[config.mk]
export PLATFORM = sky130hd
export DESIGN_NAME = alternating_bit_receiver_flat
export DESIGN_NICKNAME = d
export VERILOG_FILES = /design/src/rtl/abr_pkg.sv /design/src/rtl/abr_if.sv /design/src/rtl/abr_ram.sv /design/src/rtl/abr_drain.sv /design/src/rtl/alternating_bit_receiver.sv /design/src/flat_wrapper.sv
export SDC_FILE = /design/constraint.sdc
export NUM_CORES = 1
export LEC_CHECK = 0
export BUFFER_PORTS_ARGS = -buffer_cell sky130_fd_sc_hd__clkbuf_2
export CAP_MARGIN = 20
export CORE_ASPECT_RATIO = 1.4
export CORE_MARGIN = 4
export CORE_UTILIZATION = 55
export CTS_CLUSTER_DIAMETER = 120
export DETAILED_ROUTE_END_ITERATION = 8
export PLACE_DENSITY_LB_ADDON = 0.1
export SYNTH_ARGS = -nofsm -noshare
export SYNTH_HDL_FRONTEND = slang
export SYNTH_HIERARCHICAL = 1
export SYNTH_SLANG_ARGS = --single-unit
[constraint.sdc]
create_clock -name clk -period 19.4 [get_ports clk]
set_clock_uncertainty 0.05 [all_clocks]
set_input_delay 2.91 -clock clk [delete_from_list [all_inputs] [get_ports clk]]
set_output_delay 2.91 -clock clk [all_outputs]
set_load 0.05 [all_outputs]
[src/rtl/abr_pkg.sv]
// shared constants and types of the alternating-bit receiver
package abr_pkg;

    localparam int PAYLOAD_BYTES_DEF = 20;

    // ack codes on the result channel
    localparam logic signed [1:0] ACK_CORRUPT = 2'sb11;
    localparam logic signed [1:0] ACK_NONE    = 2'sb00;

    // result kinds
    localparam logic KIND_DATA = 1'b0;
    localparam logic KIND_ACK  = 1'b1;

    // packet verdict handed from the front end to the delivery sequencer
    typedef struct packed {
        logic              valid;
        logic              deliver;
        logic signed [1:0] ack;
    } abr_verdict_t;

endpackage

[src/rtl/abr_if.sv]
// valid/ready channel interfaces for packet bytes and results

interface abr_in_if;
    logic               valid;
    logic               ready;
    logic [7:0]         payload_byte;
    logic               end_of_packet;
    logic               seq_bit;
    logic signed [15:0] ack_field;
    logic signed [31:0] sent_checksum;

    modport source (output valid, payload_byte, end_of_packet, seq_bit, ack_field,
                    sent_checksum, input ready);
    modport sink   (input valid, payload_byte, end_of_packet, seq_bit, ack_field,
                    sent_checksum, output ready);
endinterface

interface abr_out_if;
    logic              valid;
    logic              ready;
    logic              kind;
    logic [7:0]        data_byte;
    logic signed [1:0] ack_number;
    logic              run_end;

    modport source (output valid, kind, data_byte, ack_number, run_end, input ready);
    modport sink   (input valid, kind, data_byte, ack_number, run_end, output ready);
endinterface

[src/rtl/abr_ram.sv]
// generic single-write, single-read ram with registered read data
module abr_ram #(
    parameter int WIDTH = 8,
    parameter int DEPTH = 20,
    localparam int AW = (DEPTH > 1) ? $clog2(DEPTH) : 1
) (
    input  logic             clk,
    input  logic             we,
    input  logic [AW-1:0]    waddr,
    input  logic [WIDTH-1:0] wdata,
    input  logic             re,
    input  logic [AW-1:0]    raddr,
    output logic [WIDTH-1:0] rdata
);

    logic [WIDTH-1:0] mem [DEPTH];
    logic [WIDTH-1:0] rdata_reg;

    always_ff @(posedge clk)
    begin
        if (we)
        begin
            mem[waddr] <= wdata;
        end
        if (re)
        begin
            rdata_reg <= mem[raddr];
        end
    end

    assign rdata = rdata_reg;

endmodule

[src/rtl/abr_drain.sv]
// delivery sequencer: reads stored bytes back and drives the result register
module abr_drain
    import abr_pkg::*;
#(
    parameter int PAYLOAD_BYTES = PAYLOAD_BYTES_DEF,
    localparam int AW = (PAYLOAD_BYTES > 1) ? $clog2(PAYLOAD_BYTES) : 1,
    localparam int CW = $clog2(PAYLOAD_BYTES + 1)
) (
    input  logic            clk,
    input  logic            rst_n,
    input  abr_verdict_t    verdict,
    input  logic [CW-1:0]   count,
    output logic            idle,
    output logic            re,
    output logic [AW-1:0]   raddr,
    input  logic [7:0]      rdata,
    abr_out_if.source       res
);

    typedef enum logic [1:0] {
        S_IDLE,
        S_READ,
        S_DATA,
        S_ACK
    } state_t;

    state_t            state_reg;
    logic [CW-1:0]     idx_reg;
    logic [CW-1:0]     cnt_reg;
    logic signed [1:0] ack_reg;
    logic              valid_reg;
    logic              kind_reg;
    logic [7:0]        data_reg;
    logic signed [1:0] ackn_reg;
    logic              end_reg;
    logic              out_free;
    logic              load_out;
    logic [CW-1:0]     idx_next;

    assign out_free = !valid_reg || res.ready;
    // result register takes a new byte or the ack this cycle
    assign load_out = out_free && (state_reg == S_DATA || state_reg == S_ACK);
    assign idx_next = idx_reg + CW'(1);
    assign idle     = (state_reg == S_IDLE);
    assign re       = (state_reg == S_READ);
    assign raddr    = idx_reg[AW-1:0];

    always_ff @(posedge clk or negedge rst_n)
    begin
        if (!rst_n)
        begin
            state_reg <= S_IDLE;
            idx_reg   <= '0;
            cnt_reg   <= '0;
            ack_reg   <= ACK_NONE;
            valid_reg <= 1'b0;
            kind_reg  <= KIND_DATA;
            data_reg  <= '0;
            ackn_reg  <= ACK_NONE;
            end_reg   <= 1'b0;
        end
        else
        begin
            if (valid_reg && res.ready && !load_out)
            begin
                valid_reg <= 1'b0;
            end
            unique case (state_reg)
                S_IDLE:
                begin
                    if (verdict.valid)
                    begin
                        idx_reg <= '0;
                        cnt_reg <= count;
                        ack_reg <= verdict.ack;
                        if (verdict.deliver && count != '0)
                        begin
                            state_reg <= S_READ;
                        end
                        else
                        begin
                            state_reg <= S_ACK;
                        end
                    end
                end
                S_READ:
                begin
                    state_reg <= S_DATA;
                end
                S_DATA:
                begin
                    // read data holds until the next read, so a stall just waits
                    if (out_free)
                    begin
                        valid_reg <= 1'b1;
                        kind_reg  <= KIND_DATA;
                        data_reg  <= rdata;
                        ackn_reg  <= ACK_NONE;
                        end_reg   <= 1'b0;
                        idx_reg   <= idx_next;
                        state_reg <= (idx_next == cnt_reg) ? S_ACK : S_READ;
                    end
                end
                S_ACK:
                begin
                    if (out_free)
                    begin
                        valid_reg <= 1'b1;
                        kind_reg  <= KIND_ACK;
                        data_reg  <= '0;
                        ackn_reg  <= ack_reg;
                        end_reg   <= 1'b1;
                        state_reg <= S_IDLE;
                    end
                end
                default:
                begin
                    state_reg <= S_IDLE;
                end
            endcase
        end
    end

    assign res.valid      = valid_reg;
    assign res.kind       = kind_reg;
    assign res.data_byte  = data_reg;
    assign res.ack_number = ackn_reg;
    assign res.run_end    = end_reg;

`ifndef SYNTH
    a_idx_in_range: assert property (@(posedge clk) disable iff (!rst_n)
        (state_reg == S_READ || state_reg == S_DATA) |-> (idx_reg < cnt_reg))
        else $error("read index beyond stored byte count");

    a_verdict_when_idle: assert property (@(posedge clk) disable iff (!rst_n)
        verdict.valid |-> (state_reg == S_IDLE))
        else $error("verdict arrived while a run is in progress");

    a_ack_closes_run: assert property (@(posedge clk) disable iff (!rst_n)
        (state_reg == S_ACK && out_free) |=> (valid_reg && end_reg && kind_reg == KIND_ACK))
        else $error("run did not close with an ack");
`endif

endmodule

[src/rtl/alternating_bit_receiver.sv]
// Alternating-bit link receiver. Takes one payload byte per transfer on pkt; a byte
// that is not the end of a packet produces no result. The final byte is judged in
// its own cycle (checksum over seq_bit, ack_field and the stored bytes), then the
// delivery sequencer runs: each delivered byte takes a registered read of the payload
// ram, then a load into the result register, and the ack follows; pkt is held off
// until the sequencer is idle again, for a corrupt or duplicate packet too. Results
// stall cleanly on res.ready.
module alternating_bit_receiver
    import abr_pkg::*;
#(
    parameter int PAYLOAD_BYTES = PAYLOAD_BYTES_DEF
) (
    input  logic       clk,
    input  logic       rst_n,
    abr_in_if.sink     pkt,
    abr_out_if.source  res
);

    localparam int AW = (PAYLOAD_BYTES > 1) ? $clog2(PAYLOAD_BYTES) : 1;
    localparam int CW = $clog2(PAYLOAD_BYTES + 1);

    logic          exp_reg;
    logic          prev_valid_reg;
    logic          prev_bit_reg;
    logic [31:0]   sum_reg;
    logic [CW-1:0] count_reg;
    logic          zero_reg;

    logic          accept;
    logic          take;
    logic          store;
    logic [31:0]   sum_next;
    logic [CW-1:0] count_next;
    logic [31:0]   total;
    logic          corrupt;
    logic          dup;
    logic          drain_idle;
    logic          re;
    logic [AW-1:0] raddr;
    logic [7:0]    rdata;
    abr_verdict_t  verdict;

    assign pkt.ready = drain_idle;
    assign accept    = pkt.valid && pkt.ready;
    assign take      = !zero_reg && (count_reg < CW'(PAYLOAD_BYTES));
    assign store     = accept && take && (pkt.payload_byte != 8'd0);

    assign sum_next   = sum_reg + (store ? {24'd0, pkt.payload_byte} : 32'd0);
    assign count_next = count_reg + (store ? CW'(1) : CW'(0));

    assign total   = {31'd0, pkt.seq_bit} + {{16{pkt.ack_field[15]}}, pkt.ack_field}
                   + sum_next;
    assign corrupt = (total != pkt.sent_checksum);
    // duplicate only once a packet has been delivered
    assign dup     = prev_valid_reg && (prev_bit_reg == pkt.seq_bit)
                   && (pkt.seq_bit != exp_reg);

    always_comb
    begin
        verdict.valid   = accept && pkt.end_of_packet;
        verdict.deliver = !corrupt && !dup;
        if (corrupt)
        begin
            verdict.ack = ACK_CORRUPT;
        end
        else if (dup)
        begin
            verdict.ack = {1'b0, ~exp_reg};
        end
        else
        begin
            verdict.ack = {1'b0, exp_reg};
        end
    end

    always_ff @(posedge clk or negedge rst_n)
    begin
        if (!rst_n)
        begin
            exp_reg        <= 1'b0;
            prev_valid_reg <= 1'b0;
            prev_bit_reg   <= 1'b0;
            sum_reg        <= '0;
            count_reg      <= '0;
            zero_reg       <= 1'b0;
        end
        else if (accept)
        begin
            if (pkt.end_of_packet)
            begin
                sum_reg   <= '0;
                count_reg <= '0;
                zero_reg  <= 1'b0;
                if (verdict.deliver)
                begin
                    prev_valid_reg <= 1'b1;
                    prev_bit_reg   <= pkt.seq_bit;
                    exp_reg        <= ~exp_reg;
                end
            end
            else
            begin
                sum_reg   <= sum_next;
                count_reg <= count_next;
                if (take && pkt.payload_byte == 8'd0)
                begin
                    zero_reg <= 1'b1;
                end
            end
        end
    end

    abr_ram #(
        .WIDTH (8),
        .DEPTH (PAYLOAD_BYTES)
    ) u_store (
        .clk   (clk),
        .we    (store),
        .waddr (count_reg[AW-1:0]),
        .wdata (pkt.payload_byte),
        .re    (re),
        .raddr (raddr),
        .rdata (rdata)
    );

    abr_drain #(
        .PAYLOAD_BYTES (PAYLOAD_BYTES)
    ) u_drain (
        .clk     (clk),
        .rst_n   (rst_n),
        .verdict (verdict),
        .count   (count_next),
        .idle    (drain_idle),
        .re      (re),
        .raddr   (raddr),
        .rdata   (rdata),
        .res     (res)
    );

`ifndef SYNTH
    a_count_bound: assert property (@(posedge clk) disable iff (!rst_n)
        count_reg <= CW'(PAYLOAD_BYTES))
        else $error("stored byte count exceeds payload size");

    a_bit_steady_midpacket: assert property (@(posedge clk) disable iff (!rst_n)
        (accept && !pkt.end_of_packet) |=> $stable(exp_reg))
        else $error("expected bit changed inside a packet");

    a_no_store_after_zero: assert property (@(posedge clk) disable iff (!rst_n)
        zero_reg |-> !store)
        else $error("byte stored after the terminating zero");
`endif

endmodule

[src/flat_wrapper.sv]
// flat-port wrapper written by rule: the top's interface ports become plain ports
module alternating_bit_receiver_flat import abr_pkg::*;
#(
    parameter int PAYLOAD_BYTES = PAYLOAD_BYTES_DEF
)
  (clk, rst_n, pkt_valid, pkt_payload_byte, pkt_end_of_packet, pkt_seq_bit, pkt_ack_field, pkt_sent_checksum, pkt_ready, res_valid, res_kind, res_data_byte, res_ack_number, res_run_end, res_ready);
  abr_in_if pkt_i ();
  abr_out_if res_i ();
  input  logic clk;
  input  logic rst_n;
  input wire logic [$bits(pkt_i.valid)-1:0] pkt_valid;
  input wire logic [$bits(pkt_i.payload_byte)-1:0] pkt_payload_byte;
  input wire logic [$bits(pkt_i.end_of_packet)-1:0] pkt_end_of_packet;
  input wire logic [$bits(pkt_i.seq_bit)-1:0] pkt_seq_bit;
  input wire logic [$bits(pkt_i.ack_field)-1:0] pkt_ack_field;
  input wire logic [$bits(pkt_i.sent_checksum)-1:0] pkt_sent_checksum;
  output wire logic [$bits(pkt_i.ready)-1:0] pkt_ready;
  output wire logic [$bits(res_i.valid)-1:0] res_valid;
  output wire logic [$bits(res_i.kind)-1:0] res_kind;
  output wire logic [$bits(res_i.data_byte)-1:0] res_data_byte;
  output wire logic [$bits(res_i.ack_number)-1:0] res_ack_number;
  output wire logic [$bits(res_i.run_end)-1:0] res_run_end;
  input wire logic [$bits(res_i.ready)-1:0] res_ready;
  assign pkt_i.valid = pkt_valid;
  assign pkt_i.payload_byte = pkt_payload_byte;
  assign pkt_i.end_of_packet = pkt_end_of_packet;
  assign pkt_i.seq_bit = pkt_seq_bit;
  assign pkt_i.ack_field = pkt_ack_field;
  assign pkt_i.sent_checksum = pkt_sent_checksum;
  assign pkt_ready = pkt_i.ready;
  assign res_valid = res_i.valid;
  assign res_kind = res_i.kind;
  assign res_data_byte = res_i.data_byte;
  assign res_ack_number = res_i.ack_number;
  assign res_run_end = res_i.run_end;
  assign res_i.ready = res_ready;
  alternating_bit_receiver #(.PAYLOAD_BYTES(PAYLOAD_BYTES)) u_core (.clk(clk), .rst_n(rst_n), .pkt(pkt_i), .res(res_i));
endmodule
==> flow_summary.yaml, run 1 <==
global_route:
  grt_max_degree: 68
  grt_pass1_wl_mm: 55.3
  grt_usage_pct: 25.7
  grt_pass1_vias: 9805
  antenna_found_initial: 0
  gr-total-overflow: 0
worst_hold_path:
  hold_start: "u_core/u_store/rdata[4]$_DFFE_PP_"
  worstHoldPathType: "reg -> reg"
  hold_depth: 1
  hold_end: "u_core/u_drain/res.data_byte[4]$_DFFE_PN0P_"
layout:
  finalNetCount: 1306
  antennaDiodeCount: 0
  final_layout_size_suffix_gt1_share_pct: 15.0
  final_cells: 1522
  register_area_sq_um: 6720
  multi_input_area_sq_um: 6370
  fillCellCount: 1956
  final_area_sq_um: 14600
  utilization_pct: 60.9
  largest_reg_flops: 160
  area_growth_pct: 8.60
drt:
  final_antenna_net_count: 0
  vias: 9589
  drcViolationCount: 0
  avgViaCountPerCell: 6.30
  totalWireLength_mm: 35.6
  drt-initial-drc-count: 584
  wire_per_inst_microns: 23.4
  firstDrtPassIters: 5
synth:
  yosysWarnings: 6
  ys_types: 94
  synth_nets: 1255
  post-synth-top-count-cell: "edfxtp_1"
  ys_top_cells_by_count: "168 x edfxtp_1, 94 x nand2_1, 70 x nor2_1, 67 x dfrtp_1, 63 x xnor2_1"
  yosysTopAreaCell: "edfxtp_1"
  synth_top_area_share_pct: 37.4
  synthCells: 1147
  ys_seq_area_share_pct: 49.8
  synthFlopType: "edfxtp_1"
  ys_top_cells_by_area: "edfxtp_1 37%, dfrtp_1 12%, xnor2_1 4.1%, ha_1 4.1%, mux4_2 3.5%"
  synth-edff-count: 168
  ys_ff_latch: 235
  synthArstFlopShare_pct: 28.5
  synth_area_per_cell_sq_um: 11.8
  synthesis.area_sq_um: 13500
power_and_ir_drop:
  comb_power_share_pct: 36.0
  vdd_ir_drop_max_uv: 88.8
  pwr-share-clk_pct: 25.0
  netSwitchingFraction_pct: 35.9
  seqPwrFrac_pct: 39.0
  p_int_mw: 1.04
  power_leakage_nw: 5.58
  powerDensity_nw_per_um2: 111
  switchingPower_mw: 0.584
  totalPowerFinal_mw: 1.62
timing:
  fin_ws_ns: 9.57
  period_needed_ns: 9.83
  hold_slack_ns: 0.425
  tns_ns: 0
  hold_violations: 0
  drv_slew: 0
  slew_headroom_pct: 39.2
  fmax_ghz: 0.102
  rsz0062_at_grt: "false"
  tightest_slew_ns: 0.912
  fin_crit_sh_pct: 50.7
  finalSetupViolCount: 0
clock_tree:
  cts_max_level: 1
  clk_pin_slew_ns: 0.06
  cts_num_sinks: 235
  cts_root_buf: "clkbuf_16"
  cts_resized: 0
  holdBufCountCts: 0
  cts_buffers: 21
  cts_tree: "done"
  post_cts.repair.setup_buffers: 0
  clock_path_buffers: 3
  clock_latency_ns: 0.48
setup_path:
  cp_max_fo: 62
  arrival_ns: 10.14
  slowest_delay_ns: 0.57
  worstReg2RegStart: "u_core/u_drain/state_reg[1]$_DFFE_PN0P_"
  crit_start: "pkt_valid"
  worst_setup_path_end_kind: "register"
  critPathRequiredTime_ns: 19.72
  cpMaxStageDelayCell: "a2111oi_0"
  cp_common_cell: "a21oi_1"
  critPathKind: "in -> reg"
  worstRegToRegCells: 29
  r2r_slack_ns: 11.18
  rr_endpoint: "u_core/u_drain/state_reg[1]$_DFFE_PN0P_"
  crit_path_start_kind: "input port"
placed_design:
  globalplace.congestion: 0.953
  dp.cells: 1485
  place_ws_ns: 9.16
  io_buffers: 75
  dp_hpwl_mm: 26.8
  place_area_sq_um: 14000
floorplanning:
  start_util_pct: 56.0
  top_level_ports: 76
  num_rows: 67
  die_h_microns: 193
  die_x_microns: 140
  die_area_sq_um: 27100
  core_region_area_sq_um: 24100
run_status:
  status: "finished, final reports clean"
flow_run:
  maxCapViolations: 0
==> per-layer routing <==
layer	vias to the layer above	share of wire (%)	track usage [%]
met5	-	0	0
li1	4493	-	-
met1	4719	37	29.2
met3	101	3.3	2.17
met2	276	53	47.2
met4	0	6.5	13.8
==> critical path: cells and delay by family <==
kind	cells	cell delay, ns
compound gates	13	2.77
simple gates	11	2.63
fa+ha+maj	3	1.07
buf+inv	2	0.58
xor+xnor	1	0.17
==> cells in the final DEF (no fill, tap or decap), drive strengths merged, types with 32 or more instances in the layout <==
cell and instances:
nor2 70, xor2 33, dfrtp 67, nand3 32, clkbuf 101, edfxtp 168, xnor2 63, mux4 32
ha 44, o21ai 70, nand2 95, a21oi 57, mux2i 40
==> kinds of logic (layout without fill, tap and decap cells) <==
logic type | count (synthesis) | in the layout | synth area share [%]
adders and majority gates | 46 | 46 | 4.38
and+or+nand+nor | 341 | 341 | 12.9
DFF | 235 | 235 | 49.8
muxes | 83 | 83 | 9.57
AOI/OAI and AO/OA | 275 | 275 | 14.1
xor gates and xnor gates | 96 | 96 | 6.29
buffers and inverters | 71 | 136 | 2.90
==> power by group through the flow <==
stage	sequential (mW)	clock (mW)	combinational [mW]
floorplan	0.658	0	0.409
global placement	0.644	0	0.580
detailed placement	0.645	0	0.583
CTS	0.634	0.412	0.586
global route	0.640	0.436	0.624
finish	0.634	0.405	0.585
==> worst max-delay path by stage <==
stage,to,slack (ns),depth (start not counted)
3_5_place_dp,u_core/u_drain/state_reg[1]$_DFFE_PN0P_,9.16,30
5_1_grt,u_core/u_drain/state_reg[1]$_DFFE_PN0P_,8.99,30
4_1_cts,u_core/u_drain/state_reg[1]$_DFFE_PN0P_,9.64,30
3_3_place_gp,u_core/u_drain/state_reg[1]$_DFFE_PN0P_,9.34,29
2_1_floorplan,u_core/u_drain/ack_reg[0]$_DFFE_PN0P_,10.65,26
6_report,u_core/u_drain/state_reg[1]$_DFFE_PN0P_,9.57,30
==> area by class of cell <==
class,instances,share of cell area [%]
well taps,310,2.65
clock inverters,10,0.726
multi-input cells,841,43.5
inverters,16,0.410
repair buffers,83,2.97
flip-flops and latches,235,45.9
clock buffers,27,3.81
(Power assumes the default switching activity.)
==> run 2, diff against run 1 <==
- ABC_AREA: not set -> 1
- clock period: 19.4 -> 8.8 ns (I/O delays scaled with it)
==> flow_summary.yaml, run 2 <==
run_status:
  status: "finished, final reports clean"
floorplanning:
  die_h_microns: 199
  start_util_pct: 56.3
  top_level_ports: 76
  core_region_area_sq_um: 25600
  num_rows: 69
  die_area_sq_um: 28800
  die_x_microns: 145
clock_tree:
  cts_max_level: 1
  clock_path_buffers: 3
  cts_tree: "done"
  cts_buffers: 21
  cts_root_buf: "clkbuf_16"
  cts_num_sinks: 235
  clock_latency_ns: 0.51
  post_cts.repair.setup_buffers: 0
  holdBufCountCts: 0
  cts_resized: 0
  clk_pin_slew_ns: 0.07
synth:
  post-synth-top-count-cell: "nand2_1"
  yosysWarnings: 6
  synthFlopType: "edfxtp_1"
  ys_seq_area_share_pct: 46.7
  synth-edff-count: 168
  ys_ff_latch: 235
  synth_top_area_share_pct: 35.1
  synth_xor_xnor_area_share_pct: 4.20
  yosysTopAreaCell: "edfxtp_1"
  synth_compound_area_share_pct: 5.15
  ys_top_cells_by_area: "edfxtp_1 35%, nand2_1 16%, dfrtp_1 12%, nand3_1 6.8%, inv_1 6.7%"
  synth_nets: 1927
  synthCells: 1819
  synthesis.area_sq_um: 14400
  synth_area_per_cell_sq_um: 7.91
  synthArstFlopShare_pct: 28.5
  synth_fa_ha_area_share_pct: 4.11
  yosys.area_share.simple_pct: 30.9
  synth.area.mux_share_pct: 0
  synth_top_family_by_area: "simple AND/OR/NAND/NOR gates"
  ys_top_cells_by_count: "610 x nand2_1, 255 x inv_1, 194 x nand3_1, 168 x edfxtp_1, 134 x nor2_1"
  ys_types: 51
timing:
  period_needed_ns: 6.45
  fin_ws_ns: 2.35
  tightest_slew_ns: 1.10
  hold_violations: 0
  rsz0062_at_grt: "false"
  drv_slew: 0
  slew_headroom_pct: 26.4
  fmax_ghz: 0.155
  tns_ns: 0
  finalSetupViolCount: 0
  fin_crit_sh_pct: 73.3
setup_path:
  slowest_delay_ns: 0.40
  cp_common_cell: "nand2_1"
  cp_max_fo: 22
  cpMaxStageDelayCell: "nor4_1"
  critPathKind: "in -> reg"
  arrival_ns: 6.79
  crit_path_start_kind: "input port"
  worst_setup_path_end_kind: "register"
  critPathRequiredTime_ns: 9.14
placed_design:
  place_area_sq_um: 14900
  globalplace.congestion: 1.00
  io_buffers: 75
  place_ws_ns: 1.84
  dp_hpwl_mm: 27.3
layout:
  final_area_sq_um: 15600
  final_common_cell: "nand2_1"
  mostFrequentLayoutCells: "610 x nand2_1, 255 x inv_1, 194 x nand3_1"
  fillCellCount: 2318
  finalNetCount: 1990
  largest_reg_flops: 160
  register_area_sq_um: 6720
  utilization_pct: 61.0
  antennaDiodeCount: 0
  multi_input_area_sq_um: 6370
  area_growth_pct: 8.38
  final_layout_size_suffix_gt1_share_pct: 9.38
drt:
  totalWireLength_mm: 37.5
  drt-initial-drc-count: 780
  drcViolationCount: 0
  avgViaCountPerCell: 5.36
  vias: 11900
  wire_per_inst_microns: 16.9
  firstDrtPassIters: 7
  final_antenna_net_count: 0
power_and_ir_drop:
  vdd_ir_drop_max_uv: 140
  power_leakage_nw: 7.42
  powerDensity_nw_per_um2: 246
flow_run:
  maxCapViolations: 0
worst_hold_path:
  worstHoldPathType: "reg -> reg"
global_route:
  gr-total-overflow: 0
  antenna_found_initial: 0
  grt_pass1_wl_mm: 58.7
  grt_pass1_vias: 11900
  grt_max_degree: 90
  grt_usage_pct: 26.1
run 2: kinds of logic (layout without fill, tap and decap cells):
| group | Yosys count | in the layout |
|---|---|---|
| simple gates | 1036 | 1036 |
| flops | 235 | 235 |
| xor+xnor | 69 | 69 |
| fa+ha+maj | 46 | 46 |
| buf+inv | 308 | 386 |
| compound gates | 125 | 125 |
run 2: path summary, 6_finish.rpt:
check                                                        start                                       to  slack, ns  depth (start not counted)
min in group asynchronous                                    rst_n            u_core/sum_reg[0]$_DFFE_PN0P_       0.93                          2
setup / recovery                               pkt_payload_byte[5]  u_core/u_drain/state_reg[1]$_DFFE_PN0P_       2.35                         36
max in group asynchronous                                    rst_n      u_core/u_drain/raddr[0]$_DFFE_PN0P_       7.10                          2
hold reg to reg                  u_core/prev_valid_reg$_DFFE_PN0P_        u_core/prev_valid_reg$_DFFE_PN0P_       0.41                          2
setup reg to reg           u_core/u_drain/state_reg[1]$_DFFE_PN0P_  u_core/u_drain/state_reg[1]$_DFFE_PN0P_       2.79                         40
hold / removal                   u_core/prev_valid_reg$_DFFE_PN0P_        u_core/prev_valid_reg$_DFFE_PN0P_       0.41                          2
run 2: worst max-delay path, delay by kind of cell:
family / cells / cell delay, ns
compound gates: 3 / 0.23
xor+xnor: 1 / 0.19
fa+ha+maj: 2 / 0.77
buf+inv: 3 / 0.41
simple gates: 27 / 3.86
run 2: through the flow:
step / instances / total power, mW / hold slack, ns
after floorplan: 1819 / 2.59 / 0.378
after global placement: 2178 / 2.96 / 0.395
after detailed placement: 2178 / 2.98 / 0.396
after CTS: 2216 / 3.86 / 0.414
after global routing: 2216 / 4.11 / 0.448
final: 2216 / 3.84 / 0.409
run 2: cell type report:
cell class | instances | share of cell area [%]
clock buffers | 26 | 3.75
flip-flops and latches | 235 | 43.1
inverters | 267 | 6.48
clock inverters | 12 | 0.506
multi-input cells | 1276 | 40.9
well taps | 319 | 2.56
repair buffers | 81 | 2.70
run 2: power by group:
part	internal [mW]	leakage, nW	total [mW]	switching (mW)
combinational	0.457	4.68	1.57	1.11
sequential	1.32	2.41	1.39	0.0766
clock	0.477	0.323	0.876	0.399
total	2.25	7.42	3.84	1.59
run 2: routing by layer:
metal | share of wire (%) | global-route usage, %
met5 | 0 | 0
met4 | 6.5 | 15.7
met3 | 3.5 | 2.11
met2 | 52 | 48.2
met1 | 38 | 28.6
